===== src/bne_pkg.sv =====
// ----------------------------------------------------------------------------
// bne_pkg
// Types and constants shared by the B+ tree internal node engine.
// ----------------------------------------------------------------------------
`timescale 1ns / 1ps
`default_nettype none

package bne_pkg;

    localparam int MAX_KEYS = 16;
    localparam int IDX_W    = $clog2(MAX_KEYS);
    localparam int CNT_W    = 5;
    localparam int MODE_W   = 3;
    localparam int KEY_W    = 32;
    localparam int CHILD_W  = 31;
    localparam int STAT_W   = 2;
    localparam int IN_W     = 72;
    localparam int OUT_W    = 48;

    typedef enum logic [MODE_W-1:0] {
        MODE_CLEAR     = 3'd0,
        MODE_SET_RIGHT = 3'd1,
        MODE_INSERT    = 3'd2,
        MODE_ROUTE     = 3'd3,
        MODE_FIND      = 3'd4
    } t_mode;

    typedef enum logic [STAT_W-1:0] {
        ST_OK       = 2'd0,
        ST_FULL     = 2'd1,
        ST_RANGE    = 2'd2,
        ST_NOTFOUND = 2'd3
    } t_status;

    typedef enum logic [2:0] {
        RES_ZERO,
        RES_SLOT,
        RES_RIGHT,
        RES_INS,
        RES_FULL,
        RES_RANGE,
        RES_MISS
    } t_res;

    typedef struct packed {
        logic load;
        logic clear;
        logic set_right;
        logic ptr_load_n;
        logic ptr_zero;
        logic ptr_inc;
        logic shift_wr;
        logic ins_fin;
        logic res_load;
        t_res res_sel;
        logic emit;
    } t_dp_cmd;

    typedef struct packed {
        t_mode mode;
        logic  full;
        logic  idx_bad;
        logic  shift_end;
        logic  scan_end;
        logic  hit;
        logic  right_hit;
        logic  out_free;
    } t_dp_stat;

endpackage

`default_nettype wire


===== src/bne_datapath.sv =====
// ----------------------------------------------------------------------------
// bne_datapath
// Key and child stores, slot pointer, comparators and the result register.
// ----------------------------------------------------------------------------
`timescale 1ns / 1ps
`default_nettype none

module bne_datapath (
    input  wire logic                       i_clk,
    input  wire logic                       i_rst_n,
    input  wire logic [bne_pkg::IN_W-1:0]   i_s_tdata,
    input  wire bne_pkg::t_dp_cmd           i_cmd,
    output bne_pkg::t_dp_stat               o_stat,
    output logic                            o_m_tvalid,
    input  wire logic                       i_m_tready,
    output logic [bne_pkg::OUT_W-1:0]       o_m_tdata
);

    logic [bne_pkg::KEY_W-1:0]   r_keys [bne_pkg::MAX_KEYS];
    logic [bne_pkg::CHILD_W-1:0] r_kids [bne_pkg::MAX_KEYS];

    bne_pkg::t_mode              r_mode;
    logic [bne_pkg::CNT_W-1:0]   r_idx;
    logic [bne_pkg::KEY_W-1:0]   r_key;
    logic [bne_pkg::CHILD_W-1:0] r_child;
    logic [bne_pkg::CNT_W-1:0]   r_ptr;
    logic [bne_pkg::CNT_W-1:0]   r_count;
    logic [bne_pkg::CHILD_W-1:0] r_right;
    bne_pkg::t_status            r_res_status;
    logic [bne_pkg::CNT_W-1:0]   r_res_slot;
    logic [bne_pkg::CHILD_W-1:0] r_res_child;
    logic                        r_o_valid;
    logic [bne_pkg::OUT_W-1:0]   r_o_data;

    logic [bne_pkg::CNT_W-1:0]   w_ptr_m1;
    logic [bne_pkg::CNT_W-1:0]   w_rd_ptr;
    logic [bne_pkg::IDX_W-1:0]   w_rd_addr;
    logic [bne_pkg::KEY_W-1:0]   w_rd_key;
    logic [bne_pkg::CHILD_W-1:0] w_rd_kid;
    logic                        w_is_route;
    logic                        w_hit;

    assign w_ptr_m1   = r_ptr - bne_pkg::CNT_W'(1);
    assign w_rd_ptr   = (r_mode == bne_pkg::MODE_INSERT) ? w_ptr_m1 : r_ptr;
    assign w_rd_addr  = w_rd_ptr[bne_pkg::IDX_W-1:0];
    assign w_rd_key   = r_keys[w_rd_addr];
    assign w_rd_kid   = r_kids[w_rd_addr];
    assign w_is_route = (r_mode == bne_pkg::MODE_ROUTE);

    always_comb begin
        if (w_is_route) begin
            w_hit = ($signed(r_key) < $signed(w_rd_key));
        end else begin
            w_hit = (w_rd_kid == r_child);
        end
    end

    assign o_stat.mode      = r_mode;
    assign o_stat.full      = (r_count >= bne_pkg::CNT_W'(bne_pkg::MAX_KEYS));
    assign o_stat.idx_bad   = (r_idx > r_count);
    assign o_stat.shift_end = (r_ptr == r_idx);
    assign o_stat.scan_end  = (r_ptr == r_count);
    assign o_stat.hit       = w_hit;
    assign o_stat.right_hit = (r_right == r_child);
    assign o_stat.out_free  = !r_o_valid || i_m_tready;

    // The stores hold no reset; entries at or above the count are never read.
    always_ff @(posedge i_clk) begin
        if (i_cmd.shift_wr) begin
            r_keys[r_ptr[bne_pkg::IDX_W-1:0]] <= w_rd_key;
            r_kids[r_ptr[bne_pkg::IDX_W-1:0]] <= (w_ptr_m1 == r_idx) ? r_child : w_rd_kid;
        end else if (i_cmd.ins_fin) begin
            r_keys[r_idx[bne_pkg::IDX_W-1:0]] <= r_key;
            if (r_idx == r_count) begin
                r_kids[r_count[bne_pkg::IDX_W-1:0]] <= r_right;
            end
        end
    end

    always_ff @(posedge i_clk) begin
        if (i_cmd.load) begin
            r_mode  <= bne_pkg::t_mode'(i_s_tdata[2:0]);
            r_idx   <= i_s_tdata[7:3];
            r_key   <= i_s_tdata[39:8];
            r_child <= i_s_tdata[70:40];
        end
        if (i_cmd.ptr_load_n) begin
            r_ptr <= r_count;
        end else if (i_cmd.ptr_zero) begin
            r_ptr <= '0;
        end else if (i_cmd.ptr_inc) begin
            r_ptr <= r_ptr + bne_pkg::CNT_W'(1);
        end else if (i_cmd.shift_wr) begin
            r_ptr <= w_ptr_m1;
        end
        if (i_cmd.res_load) begin
            case (i_cmd.res_sel)
                bne_pkg::RES_SLOT: begin
                    r_res_status <= bne_pkg::ST_OK;
                    r_res_slot   <= r_ptr;
                    r_res_child  <= w_is_route ? w_rd_kid : '0;
                end
                bne_pkg::RES_RIGHT: begin
                    r_res_status <= bne_pkg::ST_OK;
                    r_res_slot   <= r_count;
                    r_res_child  <= w_is_route ? r_right : '0;
                end
                bne_pkg::RES_INS: begin
                    r_res_status <= bne_pkg::ST_OK;
                    r_res_slot   <= r_idx;
                    r_res_child  <= '0;
                end
                bne_pkg::RES_FULL: begin
                    r_res_status <= bne_pkg::ST_FULL;
                    r_res_slot   <= '0;
                    r_res_child  <= '0;
                end
                bne_pkg::RES_RANGE: begin
                    r_res_status <= bne_pkg::ST_RANGE;
                    r_res_slot   <= '0;
                    r_res_child  <= '0;
                end
                bne_pkg::RES_MISS: begin
                    r_res_status <= bne_pkg::ST_NOTFOUND;
                    r_res_slot   <= '0;
                    r_res_child  <= '0;
                end
                default: begin
                    r_res_status <= bne_pkg::ST_OK;
                    r_res_slot   <= '0;
                    r_res_child  <= '0;
                end
            endcase
        end
        if (i_cmd.emit) begin
            r_o_data <= {5'd0, r_count, r_res_child, r_res_slot, r_res_status};
        end
    end

    always_ff @(posedge i_clk) begin
        if (!i_rst_n) begin
            r_count   <= '0;
            r_right   <= '0;
            r_o_valid <= 1'b0;
        end else begin
            if (i_cmd.clear) begin
                r_count <= '0;
                r_right <= '0;
            end else if (i_cmd.set_right) begin
                r_right <= r_child;
            end else if (i_cmd.ins_fin) begin
                r_count <= r_count + bne_pkg::CNT_W'(1);
                if (r_idx == r_count) begin
                    r_right <= r_child;
                end
            end
            if (i_cmd.emit) begin
                r_o_valid <= 1'b1;
            end else if (i_m_tready) begin
                r_o_valid <= 1'b0;
            end
        end
    end

    assign o_m_tvalid = r_o_valid;
    assign o_m_tdata  = r_o_data;

endmodule

`default_nettype wire


===== src/bne_controller.sv =====
// ----------------------------------------------------------------------------
// bne_controller
// Sequences one request at a time: decode, slot shift or scan, result hand-off.
// ----------------------------------------------------------------------------
`timescale 1ns / 1ps
`default_nettype none

module bne_controller (
    input  wire logic               i_clk,
    input  wire logic               i_rst_n,
    input  wire logic               i_s_tvalid,
    output logic                    o_s_tready,
    input  wire bne_pkg::t_dp_stat  i_stat,
    output bne_pkg::t_dp_cmd        o_cmd
);

    typedef enum logic [2:0] {
        S_IDLE,
        S_EXEC,
        S_SHIFT,
        S_SCAN,
        S_DONE
    } t_state;

    t_state r_state;
    t_state n_state;

    always_comb begin
        o_cmd      = '0;
        o_cmd.res_sel = bne_pkg::RES_ZERO;
        n_state    = r_state;
        o_s_tready = (r_state == S_IDLE);
        case (r_state)
            S_IDLE: begin
                if (i_s_tvalid) begin
                    o_cmd.load = 1'b1;
                    n_state    = S_EXEC;
                end
            end
            S_EXEC: begin
                case (i_stat.mode)
                    bne_pkg::MODE_CLEAR: begin
                        o_cmd.clear    = 1'b1;
                        o_cmd.res_load = 1'b1;
                        n_state        = S_DONE;
                    end
                    bne_pkg::MODE_SET_RIGHT: begin
                        o_cmd.set_right = 1'b1;
                        o_cmd.res_load  = 1'b1;
                        n_state         = S_DONE;
                    end
                    bne_pkg::MODE_INSERT: begin
                        if (i_stat.full) begin
                            o_cmd.res_load = 1'b1;
                            o_cmd.res_sel  = bne_pkg::RES_FULL;
                            n_state        = S_DONE;
                        end else if (i_stat.idx_bad) begin
                            o_cmd.res_load = 1'b1;
                            o_cmd.res_sel  = bne_pkg::RES_RANGE;
                            n_state        = S_DONE;
                        end else begin
                            o_cmd.ptr_load_n = 1'b1;
                            n_state          = S_SHIFT;
                        end
                    end
                    bne_pkg::MODE_ROUTE, bne_pkg::MODE_FIND: begin
                        o_cmd.ptr_zero = 1'b1;
                        n_state        = S_SCAN;
                    end
                    default: begin
                        o_cmd.res_load = 1'b1;
                        n_state        = S_DONE;
                    end
                endcase
            end
            S_SHIFT: begin
                if (i_stat.shift_end) begin
                    o_cmd.ins_fin  = 1'b1;
                    o_cmd.res_load = 1'b1;
                    o_cmd.res_sel  = bne_pkg::RES_INS;
                    n_state        = S_DONE;
                end else begin
                    o_cmd.shift_wr = 1'b1;
                end
            end
            S_SCAN: begin
                if (i_stat.scan_end) begin
                    o_cmd.res_load = 1'b1;
                    if (i_stat.mode == bne_pkg::MODE_ROUTE || i_stat.right_hit) begin
                        o_cmd.res_sel = bne_pkg::RES_RIGHT;
                    end else begin
                        o_cmd.res_sel = bne_pkg::RES_MISS;
                    end
                    n_state = S_DONE;
                end else if (i_stat.hit) begin
                    o_cmd.res_load = 1'b1;
                    o_cmd.res_sel  = bne_pkg::RES_SLOT;
                    n_state        = S_DONE;
                end else begin
                    o_cmd.ptr_inc = 1'b1;
                end
            end
            S_DONE: begin
                if (i_stat.out_free) begin
                    o_cmd.emit = 1'b1;
                    n_state    = S_IDLE;
                end
            end
            default: begin
                n_state = S_IDLE;
            end
        endcase
    end

    always_ff @(posedge i_clk) begin
        if (!i_rst_n) begin
            r_state <= S_IDLE;
        end else begin
            r_state <= n_state;
        end
    end

endmodule

`default_nettype wire


===== src/btree_internal_node_engine_unit.sv =====
// Sequence: an accepted item is registered and then decoded; clear, set, unused modes
// and a full or out-of-range insert load their result at once, an insert otherwise
// shifts slots down from the count to slot_index, and route or find scan upward from
// slot zero until a hit or the count. Flow: the next item is taken only after the
// result is loaded into the output register; a result left waiting holds off that load.
// Reset (synchronous, active low) empties the node and clears the right child and output valid.
// ----------------------------------------------------------------------------
// btree_internal_node_engine_unit
// One B+ tree internal node with clear, set-right, insert, route and child lookup requests.
// ----------------------------------------------------------------------------
`timescale 1ns / 1ps
`default_nettype none

module btree_internal_node_engine_unit (
    input  wire logic                       i_clk,
    input  wire logic                       i_rst_n,
    input  wire logic                       s_axis_tvalid,
    output logic                            s_axis_tready,
    // mode[2:0], slot_index[7:3], search_key[39:8], child_id[70:40], zero pad.
    input  wire logic [bne_pkg::IN_W-1:0]   s_axis_tdata,
    output logic                            m_axis_tvalid,
    input  wire logic                       m_axis_tready,
    // status[1:0], found_slot[6:2], found_child[37:7], key_total[42:38], zero pad.
    output logic [bne_pkg::OUT_W-1:0]       m_axis_tdata
);

    bne_pkg::t_dp_cmd  w_cmd;
    bne_pkg::t_dp_stat w_stat;

    bne_controller u_ctrl (
        .i_clk      (i_clk),
        .i_rst_n    (i_rst_n),
        .i_s_tvalid (s_axis_tvalid),
        .o_s_tready (s_axis_tready),
        .i_stat     (w_stat),
        .o_cmd      (w_cmd)
    );

    bne_datapath u_dp (
        .i_clk      (i_clk),
        .i_rst_n    (i_rst_n),
        .i_s_tdata  (s_axis_tdata),
        .i_cmd      (w_cmd),
        .o_stat     (w_stat),
        .o_m_tvalid (m_axis_tvalid),
        .i_m_tready (m_axis_tready),
        .o_m_tdata  (m_axis_tdata)
    );

endmodule

`default_nettype wire


===== config.mk =====
export PLATFORM = sky130hd
export DESIGN_NAME = btree_internal_node_engine_unit
export DESIGN_NICKNAME = d
export VERILOG_FILES = /design/src/bne_pkg.sv /design/src/bne_datapath.sv /design/src/bne_controller.sv /design/src/btree_internal_node_engine_unit.sv
export SDC_FILE = /design/constraint.sdc
export NUM_CORES = 2
export LEC_CHECK = 0
export BUFFER_PORTS_ARGS = -buffer_cell sky130_fd_sc_hd__buf_2
export CORE_ASPECT_RATIO = 0.6
export CORE_MARGIN = 8
export CORE_UTILIZATION = 55
export CTS_CLUSTER_SIZE = 14
export DETAILED_ROUTE_END_ITERATION = 16
export PLACE_DENSITY = 0.81
export SLEW_MARGIN = 20
export SYNTH_ARGS = -nofsm -noshare
export SYNTH_HDL_FRONTEND = slang
export SYNTH_SLANG_ARGS = --single-unit

===== constraint.sdc =====
create_clock -name i_clk -period 8.5 [get_ports i_clk]
set_input_delay 2.55 -clock i_clk [delete_from_list [all_inputs] [get_ports i_clk]]
set_output_delay 2.55 -clock i_clk [all_outputs]
set_load 0.1 [all_outputs]

* Word level (Yosys, flattened, before mapping)
Memories as Yosys holds them, arrays and structs flattened. Index checks and enable logic that the tools add are counted.
Word-level totals: bits in registers 197, memory bits (writable) 1008, input port bits 76, output and inout bits 50, logic and storage cells 129, memories 2
Cells by class: add/subtract/negate cells 3, magnitude comparators 3, equal/unequal tests 24, multiplexer cells 66, bitwise logic cells 2, reduce and logical (&&, ||, !) cells 16
Memories:
- u_dp.r_keys | depth 16, bits a word 32, read ports 1, clocked after memory_dff 0, write ports 1, line bne_datapath.sv:19 | logic [bne_pkg::KEY_W-1:0] r_keys [bne_pkg::MAX_KEYS];
- u_dp.r_kids | depth 16, bits a word 31, read ports 1, clocked after memory_dff 0, write ports 1, line bne_datapath.sv:20 | logic [bne_pkg::CHILD_W-1:0] r_kids [bne_pkg::MAX_KEYS];
Operators with widths (number):
- 31-bit two-way mux | 7
- 31-bit == test | 2
- 31-bit case mux with 2 select lines | 1
- 32-bit less-than comparator | 1
- 32-bit two-way mux | 1
- 4-bit two-way mux | 8
- 32-bit OR reduction | 1
- 31-bit OR reduction | 1
- 1-bit two-way mux | 28
- 3-bit two-way mux | 9
- 5-bit two-way mux | 5
- 5-bit == test | 4
- 3-bit by 2-bit == test with 1-bit output (second input constant) | 6
- 3-bit == test (second input constant) | 5
- 3-bit case mux with 5 select lines | 1
- 5-bit case mux with 3 select lines | 1
- 4-bit case mux with 3 select lines | 1
- 5-bit by 1-bit adder with 5-bit output (second input constant) | 2
- 3-bit by 1-bit == test with 1-bit output (second input constant) | 3
- 3-bit logical NOT | 2
- 2-bit case mux with 3 select lines | 1
- 3-bit case mux with 2 select lines | 1
- 2-bit nonzero test | 3
- 5-bit >= comparator (second input constant) | 1
- 14 further kinds | 19

* Longest topological paths before layout
An unclocked memory read counts as a cell.
depth after elaboration 11, depth in mapped cells 33, mapped depth without buffers 22

* Cells and area by module
Synthesis repeated with hierarchy kept, for this count alone.
Unflattened totals: cell total of the unflattened synthesis 3105, area, all modules 50031.7 sq um
By module, submodules not included:
- bne_datapath | instances 1, cells an instance 3051, area an instance 49658.9 sq um, seq. area each 35724.3 sq um
- bne_controller | instances 1, cells an instance 54, area an instance 372.9 sq um, seq. area each 60.1 sq um

* Worst setup path before layout
Ideal clock, no wire load.
path kind register to register, start register u_dp.r_ptr[0] in the netlist's numbering, end register u_dp.r_res_child[0] in the netlist's numbering, enable pin, setup time 0.524 ns, arrival time 6.393 ns, data required time 7.976 ns, setup slack 1.583 ns, stages on the path, launching flop included 31, buffers on the path 10, clock period less this slack 6.917 ns, path through edfxtp_1 buf_2 buf_4 buf_4 clkinv_1 clkbuf_1 buf_2 ha_1 buf_4 buf_2 nand2_1 a21boi_2 clkbuf_1 buf_2 clkbuf_1 nand2_1 a311oi_1 a211oi_1 a21o_1 ha_1 a21o_1 a21o_1 a21o_1 a21oi_1 o221ai_1 a221oi_1 nand3_1 mux2i_1 a31o_1 o21ai_0 nand2_1
RTL lines:
- start: declaration | line bne_datapath.sv:26 | logic [bne_pkg::CNT_W-1:0] r_ptr;
- start signal: assignment | line bne_datapath.sv:88 | r_ptr <= r_count;
- start signal: assignment | line bne_datapath.sv:92 | r_ptr <= r_ptr + bne_pkg::CNT_W'(1);
- start signal: assignment | line bne_datapath.sv:94 | r_ptr <= w_ptr_m1;
- end signal: assignment | line bne_datapath.sv:101 | r_res_child <= w_is_route ? w_rd_kid : '0;
- end signal: assignment | line bne_datapath.sv:106 | r_res_child <= w_is_route ? r_right : '0;
- end: declaration | line bne_datapath.sv:31 | logic [bne_pkg::CHILD_W-1:0] r_res_child;

* Final worst setup path
start register u_dp.r_mode[0], end register u_dp.r_res_child[8] in the netlist's numbering (data pin)
Between the ends: cells in the longest elaborated chain, start to end 10, elaborated cells on any way between the ends 19, those cells by class order compare: 1; eq/ne: 5; mux: 10; reduce/logical: 1; memory: 2
RTL lines:
- start: declaration | line bne_datapath.sv:22 | bne_pkg::t_mode r_mode;
- start signal: assignment | line bne_datapath.sv:82 | r_mode <= bne_pkg::t_mode'(i_s_tdata[2:0]);
- 3-bit by 2-bit == test with 1-bit output | line bne_datapath.sv:44, bne_controller.sv:41
- 4-bit two-way mux | line bne_datapath.sv:44 | assign w_rd_ptr = (r_mode == bne_pkg::MODE_INSERT) ? w_ptr_m1 : r_ptr;
- memory 16 x 32 bit or memory 16 x 31 bit (tied branches)
- 32-bit less-than comparator or 31-bit == test (tied branches) | line bne_datapath.sv:52, bne_datapath.sv:54
- 1-bit two-way mux | line bne_datapath.sv:51 | if (w_is_route) begin
- 4-bit two-way mux | line bne_controller.sv:95 | end else if (i_stat.hit) begin
- 4-bit two-way mux | line bne_controller.sv:87 | if (i_stat.scan_end) begin
- 4-bit case mux with 3 select lines | line bne_controller.sv:33 | case (r_state)
- 3-bit by 2-bit == test with 1-bit output or 3-bit by 1-bit == test with 1-bit output (tied branches) | line bne_datapath.sv:97 | case (i_cmd.res_sel)
- 31-bit case mux with 2 select lines (*) | line bne_datapath.sv:97
Every way passes the cells marked *; elsewhere a longest branch is shown, timed or not. A chain may end at the register's enable or synchronous reset.

==> run metrics <==
Sink Count 1,205; # setup viols final 0; io pins 126; WP data required 8970 ps; P&R area growth vs syn 10.9%; Root Buffer clkbuf_16; Synth Flop Type edfxtp_1; RSZ-0062 raised after global routing false; CP max FO 47; Final nets 3,846; Filler Cell Count 6,728; actual slew at the worst max-slew pin 1130 ps; overall die area 0.107 mm^2; worst-case clock buffer depth 3; largest net degree at the start of global routing 147; Slew Viols, Final 0; Starting DRT DRC Count 4,865; Synth area leader edfxtp_1; dpl cells 4,876; gpl congestion 0.884; fin cells 5,072; Port Buffer Count 119; startpoint types register; initial antenna violation count 4; #FFs+latches synth 1,205; DP HPWL 79,300 um; Synth top area share 66.0%; CTS Hold Buffers Added 0; Post-synth ARST share 0%; Initial Utilization 55.4%; Gate Count Post-Synth 3,619; Final Critical Period 7690 ps; Unique masters post-synth 91; post-place setup slack 1260 ps; Slew headroom 25.0%; Antenna Nets Post-Route 0; clk_lat worst skew 740 ps; global-route wire length before repair 206,000 um; synth top area cells edfxtp_1, mux2i_1, nand2_1; Site Rows 88; vias in the first global route 32,800; cell with the most instances after synthesis edfxtp_1; HP Class register to register; Synth Cell Area 0.0530 mm^2; via/cell ratio 6.68; top cells by count, synth edfxtp_1, mux2i_1, nand2_1, nor2_1, a211oi_1; Worst Setup Slack, final 805 ps; Max Fclk 130 MHz; crit end category register; Syn Area/Cell 14.7 um^2; Peak VDD IR 282 uV; Power Density 328 mW/mm^2; data arrival time of the critical path 8160 ps; post-CTS setup buffers 0; Die Wd 417 um; H-tree depth 3; Setup TNS 0 ps; LEAKAGE 0.0201 uW; Final Hold Fails 0; maxcap violations 0; clk_skew 61.4 ps; sequential cell area fraction in the yosys report 67.5%; drt drc 0; layout cells sized above 1 16.2%; Post-synth EDFFs 1,165; grt ovf 0; final WL 140,000 um; post-cts resize count 0; clock-pin slew on the worst setup and hold paths 70 ps; drt pass-1 iters 6; via count 33,900; WL per Instance 27.7 um; CTS Buf Count 108; GRT Total Usage 25.3%; Die H 257 um; YS warnings 0; crit share post-route 90.5%; CP Class register to register; status completed; core area 0.0958 mm^2; CTS tree yes
## path summary, 6_finish.rpt
| kind | slack, ps | endpoint | depth (start not counted) | from |
|---|---|---|---|---|
| hold reg to reg | 390 | u_dp.o_m_tdata[24] | 0 | u_dp.r_res_child[17] |
| hold / removal | 390 | u_dp.o_m_tdata[24] | 0 | u_dp.r_res_child[17] |
| setup / recovery | 810 | u_dp.r_res_child[8] | 22 | u_dp.r_mode[0] |
| setup reg to reg | 810 | u_dp.r_res_child[8] | 22 | u_dp.r_mode[0] |
## power by group
part,internal (uW),switching [uW]
clock network,2610,2110
logic,2100,4250
registers,8020,183
total,12700,6550
## logic make-up after synthesis
group | Yosys count | synth area share, %
simple gates | 790 | 7.15
mux | 513 | 11.0
xor+xnor | 78 | 1.32
flops | 1205 | 67.5
fa+ha+maj | 40 | 0.944
buf+inv | 273 | 2.55
other cells | 1 | 0.00707
compound gates | 719 | 9.59
## cells in the final DEF, fill, tap and decap left out, types with 17 or more instances in the layout
cell,netlist,layout
buf_2,74,119
nor2b_1,25,23
mux2i_1,403,403
inv_1,18,18
buf_4,38,120
o221ai_1,57,56
clkbuf_16,0,112
nand3_1,22,22
nor2_4,0,28
nor4_1,35,35
o22ai_1,95,95
a311oi_1,31,31
xor2_1,22,22
a31oi_1,36,36
dfxtp_1,40,40
or3_1,19,19
a21oi_2,0,17
nand2_1,343,340
clkinv_1,1,20
a21oi_1,117,100
ha_1,40,39
o21ai_0,69,69
mux2_2,62,62
o32a_1,26,26
nor2_1,138,110
xnor2_1,54,53
edfxtp_1,1165,1165
and2_1,76,75
a211oi_1,130,130
nor3_1,43,39
nand4_1,19,19
mux4_2,48,48
a21o_1,46,46
clkinv_2,0,24
clkbuf_1,115,18
a22oi_1,31,31
## layout make-up
cell class	count	area [um^2]	area share, %
Multi-Input combinational cell	2145	16300	27.7
Antenna cell	1	2.50	0.00425
Clock buffer	138	2980	5.07
Clock inverter	53	398	0.676
Tap cell	1260	1580	2.68
Inverter	19	71.3	0.121
Sequential cell	1205	35800	60.8
Timing Repair Buffer	251	1700	2.89
## routing by layer
metal | global-route usage [%] | up-vias | wire [um]
met5 | 0 | - | 26
li1 | - | 14400 | -
met2 | 38.0 | 2404 | 62000
met1 | 34.8 | 16600 | 52700
met3 | 7.23 | 485 | 19100
met4 | 10.2 | 4 | 6680
## critical path, cell delays in order, from the launching register on
cell and delay, ps:
edfxtp_1 630, nor3b_4 960, buf_4 650, o21ai_4 370, buf_4 350, a211oi_1 260
a31oi_1 70, a211oi_1 260, a21o_1 140, ha_1 250, a21o_1 160, a21o_1 170
a21o_1 180, a21oi_1 190, o221ai_1 280, a221oi_1 330, nand3_1 200, mux2i_1 350
a31o_1 430, and2b_2 380, buf_12 270, a22oi_1 130, nor2_1 350
## stage by stage
| stage | hold slack (ps) | area [um^2] | utilization (%) | total power (uW) |
|---|---|---|---|---|
| after floorplan | 400 | 53000 | - | 12500 |
| after global routing | 414 | 58800 | 61.4 | 19900 |
| after global placement | 404 | 55400 | 57.8 | 14200 |
| after CTS | 401 | 58700 | 61.3 | 19100 |
| final | 393 | 58800 | 61.4 | 19300 |
| after detailed placement | 405 | 55400 | 57.8 | 14400 |
## flip-flops by register name, indices dropped and copies added (netlist names)
register,cells
u_ctrl.r_state,3
u_dp.o_m_tdata,43
u_dp.o_m_tvalid,1
u_dp.r_child,31
u_dp.r_count,5
u_dp.r_idx,5
u_dp.r_key,32
u_dp.r_keys,512
u_dp.r_kids,496
u_dp.r_mode,3
u_dp.r_ptr,5
u_dp.r_res_child,31
u_dp.r_res_slot,5
u_dp.r_res_status,2
u_dp.r_right,31
No activity file was read; power rests on OpenSTA's default activity.
